==> config.mk <==
export PLATFORM = sky130hd
export DESIGN_NAME = pixel_format_to_rgba8888_unit
export DESIGN_NICKNAME = d
export VERILOG_FILES = /design/src/sv/pfrgba_pkg.sv /design/src/sv/pixel_format_to_rgba8888_unit.sv /design/src/sv/pfrgba_front.sv /design/src/sv/pfrgba_queue.sv /design/src/sv/pfrgba_back.sv
export SDC_FILE = /design/constraint.sdc
export NUM_CORES = 1
export LEC_CHECK = 0
export ABC_AREA = 1
export BUFFER_PORTS_ARGS = -buffer_cell sky130_fd_sc_hd__buf_2
export CELL_PAD_IN_SITES_DETAIL_PLACEMENT = 1
export CELL_PAD_IN_SITES_GLOBAL_PLACEMENT = 2
export CORE_ASPECT_RATIO = 0.9
export CORE_MARGIN = 1
export CORE_UTILIZATION = 40
export CTS_CLUSTER_SIZE = 16
export DETAILED_ROUTE_END_ITERATION = 16
export PLACE_DENSITY_LB_ADDON = 0.1
export SLEW_MARGIN = 20
export SYNTH_ARGS = -nofsm -noshare
export SYNTH_HDL_FRONTEND = slang
export SYNTH_HIERARCHICAL = 1
export SYNTH_SLANG_ARGS = --single-unit
==> constraint.sdc <==
create_clock -name clk_i -period 5.8 [get_ports clk_i]
set_clock_uncertainty 0.1 [all_clocks]
set_input_delay 0.58 -clock clk_i [delete_from_list [all_inputs] [get_ports clk_i]]
set_output_delay 0.58 -clock clk_i [all_outputs]
set_load 0.02 [all_outputs]
==> src/sv/pfrgba_pkg.sv <==
package pfrgba_pkg;

  // Largest accepted frame side; bigger register values saturate to it.
  localparam int unsigned MaxSide = 4096;

  // Frame size and pixel counter widths.
  localparam int unsigned FrameW = $clog2(MaxSide * MaxSide + 1);
  localparam int unsigned CountW = 24;

  // Configuration register widths.
  localparam int unsigned FmtW  = 3;
  localparam int unsigned SideW = 13;
  localparam int unsigned CfgIdxW = 2;
  localparam int unsigned CfgDataW = 13;

  // Source pixel formats.
  typedef enum logic [FmtW-1:0] {
    FmtRgb888   = 3'd0,
    FmtRgba8888 = 3'd1,
    FmtRgb565   = 3'd2,
    FmtRgb565A  = 3'd3,
    FmtAlpha8   = 3'd4
  } fmt_e;

  // Configuration register indexes.
  typedef enum logic [CfgIdxW-1:0] {
    CfgFormat = 2'd0,
    CfgWidth  = 2'd1,
    CfgHeight = 2'd2
  } cfg_idx_e;

  // One expanded pixel, red in the lowest byte.
  typedef struct packed {
    logic [7:0] alpha;
    logic [7:0] blue;
    logic [7:0] green;
    logic [7:0] red;
  } pixel_t;

  // Fill status of the pixel queue.
  typedef struct packed {
    logic full;
    logic empty;
  } q_stat_t;

  localparam logic [7:0] Opaque = 8'd255;
  localparam logic [4:0] Mask5 = 5'h1F;
  localparam logic [5:0] Mask6 = 6'h3F;

  // Zero counts as one; values above the limit saturate.
  function automatic logic [SideW-1:0] side_of(logic [SideW-1:0] v);
    logic [SideW-1:0] s;
    if (v == '0) begin
      s = SideW'(1);
    end else if (v > SideW'(MaxSide)) begin
      s = SideW'(MaxSide);
    end else begin
      s = v;
    end
    return s;
  endfunction

  // Widen a 5-bit channel by replicating its top bits.
  function automatic logic [7:0] widen5(logic [4:0] v);
    logic [4:0] m;
    m = v & Mask5;
    return {m, m[4:2]};
  endfunction

  // Widen a 6-bit channel by replicating its top bits.
  function automatic logic [7:0] widen6(logic [5:0] v);
    logic [5:0] m;
    m = v & Mask6;
    return {m, m[5:4]};
  endfunction

endpackage

==> src/sv/pixel_format_to_rgba8888_unit.sv <==
// A pixel's final byte is written into the pixel queue, and the pixel then moves into the
// output register that drives the master side.
// Throughput: one byte per cycle while the queue has room for completed pixels; a two-entry pixel queue between the
// byte assembler and the output register lets either side stall on its own.
// Reset (asynchronous, active low): format RGB888, width and height one, no bytes held,
// pixel counter zero, queue and output empty.
module pixel_format_to_rgba8888_unit
  import pfrgba_pkg::*;
(
  input  logic                clk_i,
  input  logic                rst_ni,
  input  logic                s_axis_tvalid_i,
  output logic                s_axis_tready_o,
  input  logic [7:0]          s_axis_tdata_i,   // data_byte
  output logic                m_axis_tvalid_o,
  input  logic                m_axis_tready_i,
  output logic [31:0]         m_axis_tdata_o,   // red, green, blue, alpha
  output logic                m_axis_tlast_o,   // last_pixel
  input  logic                cfg_we_i,
  input  logic [CfgIdxW-1:0]  cfg_idx_i,
  input  logic [CfgDataW-1:0] cfg_data_i
);

  logic [FmtW-1:0]  format_q;
  logic [SideW-1:0] width_q, height_q;
  logic             push, pop;
  pixel_t           push_data, q_data, out_pixel;
  q_stat_t          q_stat;

  // Configuration registers.
  always_ff @(posedge clk_i or negedge rst_ni) begin
    if (!rst_ni) begin
      format_q <= FmtRgb888;
      width_q  <= SideW'(1);
      height_q <= SideW'(1);
    end else if (cfg_we_i) begin
      unique case (cfg_idx_i)
        CfgFormat: format_q <= cfg_data_i[FmtW-1:0];
        CfgWidth:  width_q  <= cfg_data_i[SideW-1:0];
        CfgHeight: height_q <= cfg_data_i[SideW-1:0];
        default:   format_q <= format_q;
      endcase
    end
  end

  pfrgba_front u_front (
    .clk_i       (clk_i),
    .rst_ni      (rst_ni),
    .format_i    (format_q),
    .s_tvalid_i  (s_axis_tvalid_i),
    .s_tready_o  (s_axis_tready_o),
    .s_tdata_i   (s_axis_tdata_i),
    .q_stat_i    (q_stat),
    .push_o      (push),
    .push_data_o (push_data)
  );

  pfrgba_queue u_queue (
    .clk_i       (clk_i),
    .rst_ni      (rst_ni),
    .push_i      (push),
    .push_data_i (push_data),
    .pop_i       (pop),
    .pop_data_o  (q_data),
    .stat_o      (q_stat)
  );

  pfrgba_back u_back (
    .clk_i      (clk_i),
    .rst_ni     (rst_ni),
    .width_i    (width_q),
    .height_i   (height_q),
    .q_stat_i   (q_stat),
    .q_data_i   (q_data),
    .pop_o      (pop),
    .m_tvalid_o (m_axis_tvalid_o),
    .m_tready_i (m_axis_tready_i),
    .m_pixel_o  (out_pixel),
    .m_last_o   (m_axis_tlast_o)
  );

  assign m_axis_tdata_o = out_pixel;

  // A pixel is never pushed into a full queue.
  assert property (@(posedge clk_i) disable iff (!rst_ni) push |-> !q_stat.full)
    else $error("pixel pushed into full queue");

  // A queued pixel reaches an empty output register in the next cycle.
  assert property (@(posedge clk_i) disable iff (!rst_ni)
    (!q_stat.empty && !m_axis_tvalid_o) |=> m_axis_tvalid_o)
    else $error("queued pixel not moved to output");

  // The queue cannot be full and empty at once.
  assert property (@(posedge clk_i) disable iff (!rst_ni) !(q_stat.full && q_stat.empty))
    else $error("queue status inconsistent");

endmodule

==> src/sv/pfrgba_front.sv <==
module pfrgba_front
  import pfrgba_pkg::*;
(
  input  logic             clk_i,
  input  logic             rst_ni,
  input  logic [FmtW-1:0]  format_i,
  input  logic             s_tvalid_i,
  output logic             s_tready_o,
  input  logic [7:0]       s_tdata_i,
  input  q_stat_t          q_stat_i,
  output logic             push_o,
  output pixel_t           push_data_o
);

  logic [1:0]      phase_q, phase_d;
  logic [2:0][7:0] held_q, held_d;
  logic [2:0]      need;
  logic            fmt_ok;
  logic            complete;
  logic            accept;
  logic [15:0]     word;

  // Byte count of one source pixel; zero for codes without a format.
  always_comb begin
    unique case (format_i)
      FmtRgb888:   need = 3'd3;
      FmtRgba8888: need = 3'd4;
      FmtRgb565:   need = 3'd2;
      FmtRgb565A:  need = 3'd3;
      FmtAlpha8:   need = 3'd1;
      default:     need = 3'd0;
    endcase
  end

  // Completion depends on phase and format only, never on the data.
  assign fmt_ok   = (need != 3'd0);
  assign complete = fmt_ok && ((3'({1'b0, phase_q}) + 3'd1) >= need);

  // Bytes that only get held are always taken; a completing byte needs queue room.
  assign s_tready_o = !complete || !q_stat_i.full;
  assign accept     = s_tvalid_i && s_tready_o;
  assign push_o     = accept && complete;

  // Assemble the pixel from the held bytes and the final byte.
  always_comb begin
    push_data_o = '{alpha: Opaque, blue: Opaque, green: Opaque, red: Opaque};
    word        = {s_tdata_i, held_q[0]};
    unique case (format_i)
      FmtRgb888: begin
        push_data_o.red   = held_q[0];
        push_data_o.green = held_q[1];
        push_data_o.blue  = s_tdata_i;
      end
      FmtRgba8888: begin
        push_data_o.red   = held_q[0];
        push_data_o.green = held_q[1];
        push_data_o.blue  = held_q[2];
        push_data_o.alpha = s_tdata_i;
      end
      FmtRgb565: begin
        push_data_o.red   = widen5(word[15:11]);
        push_data_o.green = widen6(word[10:5]);
        push_data_o.blue  = widen5(word[4:0]);
      end
      FmtRgb565A: begin
        word              = {held_q[1], held_q[0]};
        push_data_o.red   = widen5(word[15:11]);
        push_data_o.green = widen6(word[10:5]);
        push_data_o.blue  = widen5(word[4:0]);
        push_data_o.alpha = s_tdata_i;
      end
      default: begin
        push_data_o.alpha = s_tdata_i;
      end
    endcase
  end

  // Byte phase and held bytes.
  always_comb begin
    phase_d = phase_q;
    held_d  = held_q;
    if (accept && fmt_ok) begin
      if (complete) begin
        phase_d = 2'd0;
        held_d  = '0;
      end else begin
        phase_d = phase_q + 2'd1;
        case (phase_q)
          2'd0:    held_d[0] = s_tdata_i;
          2'd1:    held_d[1] = s_tdata_i;
          2'd2:    held_d[2] = s_tdata_i;
          default: held_d    = held_q;
        endcase
      end
    end
  end

  always_ff @(posedge clk_i or negedge rst_ni) begin
    if (!rst_ni) begin
      phase_q <= 2'd0;
      held_q  <= '0;
    end else begin
      phase_q <= phase_d;
      held_q  <= held_d;
    end
  end

endmodule

==> src/sv/pfrgba_queue.sv <==
module pfrgba_queue
  import pfrgba_pkg::*;
(
  input  logic    clk_i,
  input  logic    rst_ni,
  input  logic    push_i,
  input  pixel_t  push_data_i,
  input  logic    pop_i,
  output pixel_t  pop_data_o,
  output q_stat_t stat_o
);

  localparam logic [1:0] Depth = 2'd2;

  pixel_t     mem_q [2];
  logic [1:0] count_q, count_d;
  logic       wr_ptr_q, rd_ptr_q;

  assign stat_o.full  = (count_q == Depth);
  assign stat_o.empty = (count_q == 2'd0);
  assign pop_data_o   = mem_q[rd_ptr_q];

  // Occupancy follows pushes and pops.
  always_comb begin
    count_d = count_q;
    case ({push_i, pop_i})
      2'b10:   count_d = count_q + 2'd1;
      2'b01:   count_d = count_q - 2'd1;
      default: count_d = count_q;
    endcase
  end

  always_ff @(posedge clk_i or negedge rst_ni) begin
    if (!rst_ni) begin
      count_q  <= 2'd0;
      wr_ptr_q <= 1'b0;
      rd_ptr_q <= 1'b0;
    end else begin
      count_q <= count_d;
      if (push_i) begin
        wr_ptr_q <= !wr_ptr_q;
      end
      if (pop_i) begin
        rd_ptr_q <= !rd_ptr_q;
      end
    end
  end

  // Entry storage needs no reset.
  always_ff @(posedge clk_i) begin
    if (push_i) begin
      mem_q[wr_ptr_q] <= push_data_i;
    end
  end

endmodule

==> src/sv/pfrgba_back.sv <==
module pfrgba_back
  import pfrgba_pkg::*;
(
  input  logic             clk_i,
  input  logic             rst_ni,
  input  logic [SideW-1:0] width_i,
  input  logic [SideW-1:0] height_i,
  input  q_stat_t          q_stat_i,
  input  pixel_t           q_data_i,
  output logic             pop_o,
  output logic             m_tvalid_o,
  input  logic             m_tready_i,
  output pixel_t           m_pixel_o,
  output logic             m_last_o
);

  logic [FrameW-1:0]   frame_q;
  logic [2*SideW-1:0]  frame_prod;
  logic [CountW-1:0]   count_q, count_d;
  logic [CountW:0]     count_inc;
  logic                is_last;
  logic                valid_q, valid_d;
  pixel_t              pixel_q;
  logic                last_q;

  // Frame size, registered in the cycle after the side registers.
  assign frame_prod = (2*SideW)'(side_of(width_i)) * (2*SideW)'(side_of(height_i));

  // Take the next pixel whenever the output register is free or drains.
  assign pop_o     = !q_stat_i.empty && (!valid_q || m_tready_i);
  assign count_inc = {1'b0, count_q} + (CountW+1)'(1);
  assign is_last   = ((FrameW > CountW + 1) ? FrameW'(count_inc) : count_inc[FrameW-1:0])
                     >= frame_q;

  // Pixel counter and output valid.
  always_comb begin
    count_d = count_q;
    valid_d = valid_q;
    if (pop_o) begin
      count_d = is_last ? '0 : count_inc[CountW-1:0];
      valid_d = 1'b1;
    end else if (m_tready_i) begin
      valid_d = 1'b0;
    end
  end

  always_ff @(posedge clk_i or negedge rst_ni) begin
    if (!rst_ni) begin
      frame_q <= FrameW'(1);
      count_q <= '0;
      valid_q <= 1'b0;
    end else begin
      frame_q <= frame_prod[FrameW-1:0];
      count_q <= count_d;
      valid_q <= valid_d;
    end
  end

  // Output payload register.
  always_ff @(posedge clk_i) begin
    if (pop_o) begin
      pixel_q <= q_data_i;
      last_q  <= is_last;
    end
  end

  assign m_tvalid_o = valid_q;
  assign m_pixel_o  = pixel_q;
  assign m_last_o   = last_q;

endmodule

# Word-level counts from Yosys, hierarchy flattened
# Memories as Yosys holds them, arrays and structs flattened. A register that Yosys moved wholly into a read port is not among the register bits.
# Cells that the tools add are included.
word_totals:
  regBits: 110
  ram_bits: 64
  in_bits: 28
  output_inout_bits: 35
  elab_cells: 87
  mem_count: 1
op_classes:
  n_addsub: 5
  n_mul: 1
  n_lt_le_gt_ge: 4
  eq_ne: 11
  muxes: 18
  reduce_logical: 33
mem_list:
  columns: ["name", "depth", "width", "rd", "rd_clocked_by_memory_dff", "write_ports", "line", "rtl"]
  rows:
  - ["u_queue.mem_q", 2, 32, 1, 1, 1, "pfrgba_queue.sv:15", "pixel_t mem_q [2];"]
ops:
  columns: ["op", "count"]
  rows:
  - ["case mux 24 bit (4 select lines)", 1]
  - ["two-way mux 13 bit", 4]
  - ["two-way mux 24 bit", 2]
  - ["two-way mux 8 bit", 4]
  - ["greater-than comparator 13 bit, second input constant", 2]
  - ["zero test 13 bit", 2]
  - ["adder 24 x 1 -> 25 bit, second input constant", 1]
  - ["greater-or-equal comparator 25 bit", 1]
  - ["multiplier 13 x 13 -> 25 bit", 1]
  - ["case mux 3 bit (4 select lines)", 1]
  - ["AND reduction 2 bit", 6]
  - ["nonzero test 2 bit", 5]
  - ["== test 2 bit, second input constant", 4]
  - ["== test 2 x 1 -> 1 bit, second input constant", 3]
  - ["== test 3 x 2 -> 1 bit, second input constant", 2]
  - ["zero test 1 bit", 6]
  - ["zero test 2 bit", 3]
  - ["logical AND 1 bit", 5]
  - ["adder 2 x 1 -> 2 bit, second input constant", 2]
  - ["two-way mux 1 bit", 4]
  - ["case mux 2 bit (2 select lines)", 1]
  - ["OR reduction 2 bit", 2]
  - ["adder 2 x 1 -> 3 bit, second input constant", 1]
  - ["== test 3 x 1 -> 1 bit, second input constant", 1]
  - ["other kinds (7)", 8]

# Logic depth before layout (Yosys ltp)
depth:
  word_depth: 11
  depth_mapped: 28
  ltp_nobuf: 27

# By module
# Netlist, hierarchy kept.
modules_own_cells:
  columns: ["module", "instances", "cells_per_inst", "area_per_inst_um2", "seq_area_each_um2"]
  rows:
  - ["pfrgba_back", 1, 1242, 9933.3, 2243.4]
  - ["pfrgba_queue", 1, 191, 2701.3, 2021.9]
  - ["pfrgba_front", 1, 247, 1815.5, 650.6]
  - ["pixel_format_to_rgba8888_unit", 1, 133, 1241.2, 728.2]

# Worst setup path before layout
# Ideal clock, no wire load.
synth_path:
  path_kind: "register to register"
  from: "register width_q[0]"
  to: "register u_back.frame_q[21]"
  setup_time_ns: 0.117
  t_arrival_ns: 5.096
  required_time_ns: 5.583
  path_slack_ns: 0.488
  stages_incl_launch_ff: 28
  n_path_buf: 0
  synth_period_minus_slack_ns: 5.312
  path_cell_list: "dfstp_2 inv_1 nand4_1 nor2_2 a21oi_4 nor2_4 inv_2 nor2_1 fa_1 inv_1 fa_1 inv_1 fa_1 inv_1 fa_1 fa_1 inv_1 ha_1 a21oi_1 nor2_1 nor2_1 nand2_1 nand2_1 nand2_1 nand2_1 nand2_1 nand2_1 nand2_1"
synth_between:
  elab_chain_len: 4
  word_cells_on_any_way: 5
  classes_between: "1 x mul; 1 x order compare; 2 x mux; 1 x reduce/logical"
synth_lines:
  columns: ["item", "line", "rtl"]
  rows:
  - ["from (decl)", "pixel_format_to_rgba8888_unit.sv:25", "logic [SideW-1:0] width_q, height_q;"]
  - ["from (signal assigned)", "pixel_format_to_rgba8888_unit.sv:34", "width_q <= SideW'(1);"]
  - ["from (signal assigned)", "pixel_format_to_rgba8888_unit.sv:39", "CfgWidth: width_q <= cfg_data_i[SideW-1:0];"]
  - ["greater-than comparator 13 bit", "pfrgba_pkg.sv:55", "end else if (v > SideW'(MaxSide)) begin"]
  - ["two-way mux 13 bit", "pfrgba_pkg.sv:55", null]
  - ["two-way mux 13 bit *", "pfrgba_pkg.sv:53", "if (v == '0) begin"]
  - ["multiplier 13 x 13 -> 25 bit *", "pfrgba_back.sv:27", "assign frame_prod = (2*SideW)'(side_of(width_i)) * (2*SideW)'(side_of(height_i));"]
  - ["named net u_back.frame_prod[21]", "pfrgba_back.sv:18", "logic [2*SideW-1:0] frame_prod;"]
  - ["to (signal assigned)", "pfrgba_back.sv:49", "frame_q <= FrameW'(1);"]
  - ["to (signal assigned)", "pfrgba_back.sv:53", "frame_q <= frame_prod[FrameW-1:0];"]
  - ["to (decl)", "pfrgba_back.sv:17", "logic [FrameW-1:0] frame_q;"]
# The timed path passes the listed nets; every way through them passes the cells marked *.
# A chain may end at the register's enable or synchronous reset.

# Worst setup path in the final report
layout_path:
  from: "register width_q[5]"
  to: "register u_back.frame_q[17]"
# Same word-level chain as after synthesis.

==> metrics.md <==
| Metric | Value |
|---|---|
| CTS tree | yes |
| Crit path DAT | 5870 ps |
| Via count of the first global-routing pass | 12900 |
| R2r setup slk | 300 ps |
| Critical R2R Capture | u_back/frame_q[17]$_DFF_PN0_ |
| Hold Crit Class | input pin to asynchronous set/reset pin |
| RR Startpoint | width_q[5]$_DFFE_PN0P_ |
| Dpl cells | 2403 |
| Fin util | 45.9% |
| DPL Wire Length | 34.2 mm |
| GP Congestion | 0.861 |
| Rel. slew slack | 43.5% |
| Starting Density | 40.7% |
| All-Layer GR Usage | 22.4% |
| Final hold vios | 6 |
| Top post-synthesis cells by area | edfxtp_1 19%, dfrtp_1 17%, fa_1 15% |
| Post-synth top flop | dfrtp_1 |
| Vias per cell | 4.89 |
| Cells after synthesis | 1813 |
| Multi-input gate area | 8480 sq um |
| Routed wire per std cell | 17.8 um |
| Initial antenna violation count | 0 |
| Crit path capture | u_back/frame_q[17]$_DFF_PN0_ |
| Leakage | 8.99 nW |
| Syn Std Cell Area | 15700 sq um |
| Hold slack | -3.99 ps |
| Top-count cell post-synth | nand2_1 |
| CTS root buf | clkbuf_16 |
| Crit path depth | 24 |
| Share of cells above drive strength 1 | 14.4% |
| Post-synthesis sequential area ratio | 36.0% |
| Crit Path Max Fanout | 7 |
| Ys async rst share | 52.9% |
| Vias | 12000 |
| Crit-path cells | inv_1 > nand4_1 > nor2_2 > a21oi_4 > buf_12 > nor2_4 > buf_4 > nand2_1 > fa_1 > inv_1 > fa_1 > fa_1 > fa_1 > inv_1 > fa_1 > inv_1 > ha_2 > nand2_2 > nor2_2 > inv_1 > nor3_1 > nand2_1 > nand3_1 > xor2_1 |
| Fmax | 182 MHz |
| Worst vdd ir | 0.229 mV |
| Minimum clock period | 5500 ps |
| MaxCap Viol Count | 0 |
| Crit path buf inv count | 7 |
| Area growth syn-to-layout | 12.8% |
| Max-slew violations | 0 |
| Pin count of the biggest net entering global routing | 66 |
| Die H | 190 um |
| Die area | 40000 sq um |
| Detail Route Antenna Nets | 0 |
| Post-synth top area share | 18.6% |
| WL final | 43.6 mm |
| Drt drc | 0 |
| # setup viols final | 0 |
| Setup_tns | 0 ps |
| Clk pin slew, worst setup/hold paths | 60 ps |
| Post-synth cell types | 42 |
| List of most frequent post-synthesis cells | 480 x nand2_1, 345 x inv_1, 154 x nor2_1 |
| Seq. cell area | 5650 sq um |
| Post-synth EDFFs | 97 |
| Final std cells w/o fill | 2451 |
| Synthesized Nets | 2063 |
| Synth warn | 6 |
| Setup ws final | 295 ps |
| Failing checks | hold timing |
| CTS sink count | 206 |
| Core area | 38500 sq um |
| First-pass GRT wire length | 69.6 mm |
| Dpl ws | 133 ps |
| Slew of the pin with the lowest slew margin | 847 ps |
| Leading area contributor after synthesis | edfxtp_1 |
| N_diodes | 0 |
| Seq cells post-synth | 206 |
| Slowest stage delay, CP | 540 ps |
| Worst setup path startpoint | width_q[5]$_DFFE_PN0P_ |
| Overflow after GRT | 0 |
| Status | finished with violations |
| Setup crit end kind | flip-flop |
| # rows | 68 |
| Die Wd | 211 um |
| Clk buf depth | 3 |
| Cts hold-fix bufs | 0 |
| CP Launch Type | flip-flop |
| Total iterations of the first detailed-routing run | 5 |
| CTS Buf Count | 25 |
| CP required | 6160 ps |
| Initial DRC count | 580 |
| Tcrit/Tclk final | 94.9% |
| Crit path max-delay family | adder cells |
| Port buffer count | 62 |
| Max stage delay cell, worst path | fa_1 |
| Clock Latency Late Sink | 550 ps |
| Boundary pin count | 63 |
| Post-layout net count | 2158 |
| Syn_area_per_cell | 8.65 sq um |
| Cells on worst reg2reg path | 24 |
| Type of the worst setup path | flip-flop to flip-flop |
| Fill cell count | 4609 |
| PD cells | 422 nW/um^2 |
| Max H-tree Level | 1 |
## worst min-delay path by stage
stage,from,endpoint,slack (ps),depth (start not counted)
detailed placement,width_q[0]$_DFFE_PN1P_,width_q[0]$_DFFE_PN1P_,360,2
CTS,rst_ni,u_back/count_q[21]$_DFFE_PN0P_,20,1
finish,rst_ni,u_back/count_q[15]$_DFFE_PN0P_,-4,1
global placement,width_q[6]$_DFFE_PN0P_,width_q[6]$_DFFE_PN0P_,360,2
global route,rst_ni,u_back/count_q[21]$_DFFE_PN0P_,80,1
floorplan,rst_ni,format_q[0]$_DFFE_PN0P_,180,0
## stage by stage
| stage | hold slack (ps) | cell area [sq um] | power, mW |
|---|---|---|---|
| 6_report | -3.99 | 17700 | 7.48 |
| 5_1_grt | 78.4 | 17700 | 8.07 |
| 4_1_cts | 23.1 | 17500 | 7.45 |
| 3_5_place_dp | 358 | 16700 | 5.86 |
| 3_3_place_gp | 357 | 16700 | 5.74 |
| 2_1_floorplan | 184 | 15700 | 4.71 |
## layout by cell type (no fill, tap or decap), types with 7 or more instances in the layout
| cell type | count |
|---|---|
| inv_1 | 344 |
| buf_4 | 50 |
| dfrtp_1 | 105 |
| a21oi_1 | 46 |
| a21o_1 | 9 |
| ha_1 | 95 |
| o21ai_0 | 8 |
| xnor2_1 | 9 |
| clkbuf_16 | 25 |
| inv_2 | 17 |
| nand2_2 | 17 |
| xor2_1 | 27 |
| nor2_4 | 12 |
| buf_2 | 61 |
| nand3_1 | 67 |
| nor2_1 | 145 |
| o21ai_2 | 27 |
| fa_1 | 119 |
| nor2_2 | 17 |
| nand4_1 | 63 |
| o211ai_1 | 10 |
| edfxtp_1 | 97 |
| nand2_1 | 476 |
| a22oi_1 | 7 |
| nand3_2 | 8 |
## where the power goes
| part | total (mW) | switching [mW] | internal [mW] |
|---|---|---|---|
| clock network | 1.54 | 0.655 | 0.890 |
| registers | 2.34 | 0.232 | 2.11 |
| logic | 3.59 | 2.40 | 1.19 |
| total | 7.48 | 3.28 | 4.19 |
## metal layers
layer / GRT usage, % / vias to the layer above / part of all wire [%]
met4: 5.94 / 0 / 2.3
met2: 37.3 / 156 / 47
met1: 30.7 / 5950 / 47
met3: 2.79 / 62 / 3.1
li1: - / 5827 / -
met5: 0 / - / 0
## registers in the layout (all words and copies together) (netlist names)
register           count
u_queue/count_q        2
u_back/count_q        24
u_queue/wr_ptr_q       1
u_back/frame_q        25
height_q              13
format_q               3
u_back/m_pixel_o      32
u_queue/rd_ptr_q       1
u_front/phase_q        2
u_back/m_tvalid_o      1
u_queue/mem_q         64
u_front/held_q        24
width_q               13
u_back/m_last_o        1
## final cells by class
cell class,count,area share [%]
Sequential cell,206,31.9
Clock buffer,29,3.62
Timing Repair Buffer,115,4.20
Tap cell,525,3.71
Multi-Input combinational cell,1195,47.9
Clock inverter,16,0.919
Inverter,365,7.77
## repair_timing
action / 4_1_cts / 5_1_grt
setup buffers: 0 / 3
setup endpoints to repair: 0 / 12
resized for setup: 0 / 32
hold endpoints to repair: 0 / 0
## cell families (layout without fill, tap and decap cells)
logic type / count (synthesis) / in the layout / share of synthesized area (%)
AND/OR/NAND/NOR: 811 / 811 / 22.2
buffers and inverters: 412 / 525 / 10.8
adder cells (fa/ha/maj): 222 / 222 / 23.4
flip-flops: 206 / 206 / 36.0
AO/OA/AOI/OAI: 124 / 124 / 5.31
XOR/XNOR: 38 / 38 / 2.22
Power figures use the tool's default switching activity.
